File: src/hw/rtl/wfc_pkg.sv
`default_nettype none
// ----------------------------------------------------------------------------
// Word frequency counter package
// Shared payload types and controller/datapath interface structs.
// ----------------------------------------------------------------------------
package wfc_pkg;

  localparam int unsigned APOSTROPHE = 39;

  typedef struct packed {
    logic [7:0] text_byte;
    logic       end_of_text;
  } wfc_in_t;

  typedef struct packed {
    logic [63:0] word_low;
    logic [63:0] word_high;
    logic [4:0]  word_length;
    logic [15:0] occurrences;
    logic        table_overflow;
    logic        last_entry;
  } wfc_out_t;

  // Commands from the controller to the datapath.
  typedef struct packed {
    logic load_byte;    // Capture the input byte and append it to the word if it is a word character.
    logic clear_scan;   // Reset the scan index to the first entry.
    logic step_scan;    // Advance the scan index.
    logic bump_count;   // Increment the count of the scanned entry.
    logic insert_word;  // Store the current word as a new entry.
    logic set_overflow; // Record a dropped word.
    logic clear_word;   // Empty the current word.
    logic emit;         // Drive one result from the scanned entry.
    logic emit_empty;   // Drive the result for an empty table.
    logic clear_table;  // Empty the table and the overflow flag.
  } wfc_cmd_t;

  // Status from the datapath to the controller.
  typedef struct packed {
    logic is_word_char;
    logic word_empty;
    logic scan_done;  // The scan index has reached the fill count.
    logic matched;    // The entry read last cycle matches the current word.
    logic table_full;
    logic table_empty;
    logic last_scan;  // The scan index is at the last used entry.
  } wfc_status_t;

endpackage
`default_nettype wire

File: src/hw/rtl/wfc_control.sv
`default_nettype none
// ----------------------------------------------------------------------------
// Word frequency counter controller
// Sequences word end lookup, insertion and table emission.
// ----------------------------------------------------------------------------
module wfc_control import wfc_pkg::*; (
  input  wire logic        clk,
  input  wire logic        rst,
  input  wire logic        start,
  input  wire wfc_in_t     in_word,
  input  wire wfc_status_t status,
  output wfc_cmd_t         cmd,
  output logic             busy,
  output logic             done
);

  typedef enum logic [3:0] {
    S_IDLE, S_CLASSIFY, S_SCAN, S_READ, S_CHECK, S_BUMP, S_FLUSH,
    S_EMIT_RD, S_EMIT, S_OUT
  } state_t;

  state_t state;
  logic   eot;
  logic   final_pass;

  always_comb begin
    cmd = '0;
    cmd.load_byte = (state == S_IDLE) && start;
    case (state)
      S_CLASSIFY: begin
        cmd.clear_scan = 1'b1;
      end
      S_SCAN: begin
        if (status.word_empty) begin
        end else if (status.scan_done) begin
          if (status.table_full) begin
            cmd.set_overflow = 1'b1;
          end else begin
            cmd.insert_word = 1'b1;
          end
          cmd.clear_word = 1'b1;
        end
      end
      S_CHECK: begin
        if (status.matched) begin
          cmd.bump_count = 1'b1;
          cmd.clear_word = 1'b1;
        end else begin
          cmd.step_scan = 1'b1;
        end
      end
      S_FLUSH: begin
        cmd.clear_scan = 1'b1;
      end
      S_EMIT: begin
        if (status.table_empty) begin
          cmd.emit_empty = 1'b1;
        end else begin
          cmd.emit      = 1'b1;
          cmd.step_scan = 1'b1;
        end
      end
      S_OUT: begin
        cmd.clear_table = 1'b1;
      end
      default: begin
      end
    endcase
  end

  always_ff @(posedge clk) begin
    if (rst) begin
      state      <= S_IDLE;
      eot        <= 1'b0;
      final_pass <= 1'b0;
      done       <= 1'b0;
    end else begin
      done <= 1'b0;
      case (state)
        S_IDLE: begin
          if (start) begin
            eot        <= in_word.end_of_text;
            final_pass <= 1'b0;
            state      <= S_CLASSIFY;
          end
        end
        S_CLASSIFY: begin
          state <= (status.is_word_char && !final_pass) ? S_FLUSH : S_SCAN;
        end
        S_SCAN: begin
          if (status.word_empty || status.scan_done) begin
            state <= S_FLUSH;
          end else begin
            state <= S_READ;
          end
        end
        S_READ: begin
          state <= S_CHECK;
        end
        S_CHECK: begin
          state <= status.matched ? S_BUMP : S_SCAN;
        end
        S_BUMP: begin
          state <= S_FLUSH;
        end
        S_FLUSH: begin
          if (!eot) begin
            state <= S_IDLE;
          end else if (!final_pass) begin
            final_pass <= 1'b1;
            state      <= S_CLASSIFY;
          end else begin
            state <= S_EMIT_RD;
          end
        end
        S_EMIT_RD: begin
          state <= S_EMIT;
        end
        S_EMIT: begin
          done  <= 1'b1;
          state <= (status.table_empty || status.last_scan) ? S_OUT : S_EMIT_RD;
        end
        S_OUT: begin
          state <= S_IDLE;
        end
        default: begin
          state <= S_IDLE;
        end
      endcase
    end
  end

  assign busy = (state != S_IDLE);

`ifndef SYNTHESIS
  a_busy_after_start: assert property (@(posedge clk) disable iff (rst)
    (start && !busy) |=> busy) else $error("busy not raised after start");
  a_one_cmd_insert: assert property (@(posedge clk) disable iff (rst)
    !(cmd.insert_word && cmd.set_overflow)) else $error("insert and overflow together");
  a_done_in_emit: assert property (@(posedge clk) disable iff (rst)
    done |-> $past(state == S_EMIT)) else $error("result outside emission");
`endif

endmodule
`default_nettype wire

File: config.mk
export PLATFORM = sky130hd
export DESIGN_NAME = wfc_control
export DESIGN_NICKNAME = d
export VERILOG_FILES = /design/src/hw/rtl/wfc_pkg.sv /design/src/hw/rtl/wfc_control.sv
export SDC_FILE = /design/constraint.sdc
export NUM_CORES = 1
export LEC_CHECK = 0
export BUFFER_PORTS_ARGS = -buffer_cell sky130_fd_sc_hd__buf_2
export CORE_UTILIZATION = 35
export CTS_BUF_LIST = sky130_fd_sc_hd__clkbuf_8 sky130_fd_sc_hd__clkbuf_16
export DETAILED_ROUTE_END_ITERATION = 10
export PLACE_DENSITY = 0.67
export SETUP_SLACK_MARGIN = 0.1
export SYNTH_ARGS = -nofsm -noshare
export SYNTH_HDL_FRONTEND = slang
export SYNTH_SLANG_ARGS = --single-unit
export TNS_END_PERCENT = 10
File: constraint.sdc
create_clock -name clk -period 2.6 [get_ports clk]
set_clock_uncertainty 0.1 [all_clocks]
set_input_delay 0.26 -clock clk [delete_from_list [all_inputs] [get_ports clk]]
set_output_delay 0.26 -clock clk [all_outputs]
set_load 0.1 [all_outputs]
==> metrics.md <==
| Metric | Value |
|---|---|
| Final Hold Slack | `137.5 ps` |
| Synth area leaders | `dfxtp_1 (27%), nor2_1 (7.9%), a21oi_1 (5.8%)` |
| Synth Register Bits | `7` |
| Register Area | `140.1 um2` |
| Max_cap viols | `0` |
| FMAX | `453.6 MHz` |
| Power Total | `0.7120 mW` |
| RR Endpoint | `state[2]$_SDFFE_PP0P_` |
| Multi-input logic area | `324.1 um2` |
| # IOs | `31` |
| Pwr Density | `1070 nW/um2` |
| Post-Syn Area | `520.5 um2` |
| Initial Utilization | `0.3855` |
| Final worst path period share | `0.8479` |
| Layout Nets | `115` |
| Final Non-Filler Cells | `110` |
| Hold Violations, Final | `0` |
| Post-layout util | `0.4930` |
| Routed Antenna Nets | `0` |
| Synth unique cells | `32` |
| Fin crit period | `2205 ps` |
| R2R setup slack | `980 ps` |
| Final TNS setup | `0 ps` |
| Hold Path End | `done$_SDFF_PP0_` |
| Setup WS post-layout | `395.5 ps` |
| GRT Total Usage | `0.2029` |
| Slew Limit Fails | `0` |
| Routed len/inst | `12.22 um` |
| GP Congestion | `0.8315` |
| Crit path launch | `state[0]$_SDFFE_PP0P_` |
| Most frequent cells in the layout | `buf_2 (22), nor2_1 (11), dfxtp_1 (7)` |
| Slew HR | `0.6075` |
| Post-Syn Nets | `93` |
| Fraction of the yosys area taken by sequential cells | `0.2692` |
| Worst Max-Slew Pin Slew | `587.9 ps` |
| ANT cells | `0` |
| Crit path launch type | `flip-flop` |
| Clock tree sinks | `7` |
| Clock Path Buffers | `2` |
| Yosys Warn Count | `0` |
| Yosys top cell by area | `dfxtp_1` |
| CTS Hold Bufs | `0` |
| Hpwl dp | `977.3 um` |
| DRC | `0` |
| Run status | `finished, final reports clean` |
| Die ar. | `1646 um2` |
| Avg Cell Area, Syn | `7.034 um2` |
| Worst Reg-to-Reg Cells | `4` |
| CP max FO | `12` |
| Pleak | `0.3248 nW` |
| Hold path cells | `2` |
| Skew-Pair Late Insertion Delay | `230 ps` |
| IO buf count | `22` |
| CP Class | `reg -> out` |
| Crit. End Element | `primary output` |
| Initial antenna violation count | `0` |
| Critical path data required time | `2240 ps` |
| CTS tree | `built` |
| Maximum number of pins on one net before global-route repair | `18` |
| Post-Syn Instances | `74` |
| Die Ht | `40.57 um` |
| Post-Route WL | `1344 um` |
| Class of the worst hold path | `in -> reg` |
| Post-DP Area | `620.6 um2` |
| Number of post-CTS setup repair buffers | `0` |
| PostCTS Resize Cnt | `0` |
| 1st-pass router iterations | `4` |
| Setup-failing EPs final | `0` |
| VDD IR max | `0.0004920 V` |
| Ratio of cells with drive above 1 in the final layout | `0.3263` |
| Commonest non-fill, non-tap cell in the layout | `buf_2` |
| Total CTS buffers | `3` |
| Die W | `40.57 um` |
| # rows | `13` |
| Share of the synthesized area in the top cell type | `0.2692` |
| Vias in the first global route | `469` |
| Design area | `665.6 um2` |
| Hold Startpoint | `rst` |
| Pre-CTS setup slack | `645.6 ps` |
| RSZ-0062 raised after global routing | `no` |
| Clock Tree Root | `clkbuf_8` |
| GRT overflow | `0` |
| Core area | `1350 um2` |
| DR iter-0 viols | `16` |
| First-pass GRT wire length | `2070 um` |
| Via count | `584` |
| Worst r2r src | `state[1]$_SDFFE_PP0P_` |
| CTS H-tree lvls | `1` |
| CTS clk-pin slew, worst paths | `40 ps` |
| WP data arrival | `1840 ps` |
| # fillers | `162` |
| Placed insts | `106` |
| Routed vias/inst | `5.309` |
| Area growth from synthesis to layout | `27.88%` |
-- power by group --
group / internal, mW / total, mW / switching (mW) / leakage (nW)
clock: 0.102 / 0.151 / 0.0489 / 0.0269
sequential: 0.124 / 0.183 / 0.0585 / 0.0570
combinational: 0.0913 / 0.378 / 0.287 / 0.241
-- state kept, by name (all words and copies together) (netlist names) --
name        count
state           4
done            1
final_pass      1
eot             1
-- critical path, cell delays in order (launching register included) --
cell and delay (ps):
dfxtp_1 620, inv_2 80, or3_1 350, a21oi_1 130, buf_2 430
-- synth_stat cells --
cell type and count:
a21oi_1 6, a31oi_1 2, a32oi_1 1, a41oi_1 1, and2_1 1, and2b_1 1, and3_1 1, and3_2 1
buf_2 3, buf_4 1, buf_6 1, clkinv_2 1, dfxtp_1 7, inv_1 5, inv_2 1, mux2i_1 1
nand2_1 4, nand2b_1 2, nand3_1 3, nand3b_1 2, nand4_1 1, nand4b_1 1, nor2_1 11, nor3_1 4
nor3_2 2, o211ai_1 1, o21ai_0 1, o21ai_1 2, o2bb2ai_1 1, o31a_1 1, or3_1 3, xnor2_1 1
-- metal layers --
metal | vias to the layer above | track usage | wire length [um] | part of all wire
met1 | 260 | 0.2549 | 584 | 0.43
met5 | - | 0 | 0 | 0
met2 | 22 | 0.2937 | 663 | 0.49
met4 | 0 | 0.1000 | 8 | 0.0060
li1 | 300 | - | - | -
met3 | 2 | 0.08333 | 87 | 0.065
-- how the worst max path moves through the flow --
stage	to	cells after the start	slack (ps)
2_1_floorplan	cmd[8]	4	-150
3_3_place_gp	cmd[2]	4	650
3_5_place_dp	cmd[2]	4	650
4_1_cts	cmd[2]	4	400
5_1_grt	cmd[8]	4	280
6_report	cmd[8]	4	400
-- layout make-up --
type,count,area share
Timing Repair Buffer,22,0.1654
Tap cell,15,0.02820
Clock inverter,1,0.005639
Inverter,7,0.04135
Clock buffer,3,0.06203
Sequential cell,7,0.2105
Multi-Input combinational cell,55,0.4868
-- cell families after synthesis --
logic type,count (synthesis),share of synthesized area
and+or+nand+nor,37,0.3846
AOI/OAI and AO/OA,16,0.1923
buffers and inverters,12,0.1178
DFF,7,0.2692
xor gates and xnor gates,1,0.01683
muxes,1,0.01923
No activity file was read; power rests on OpenSTA's default activity.
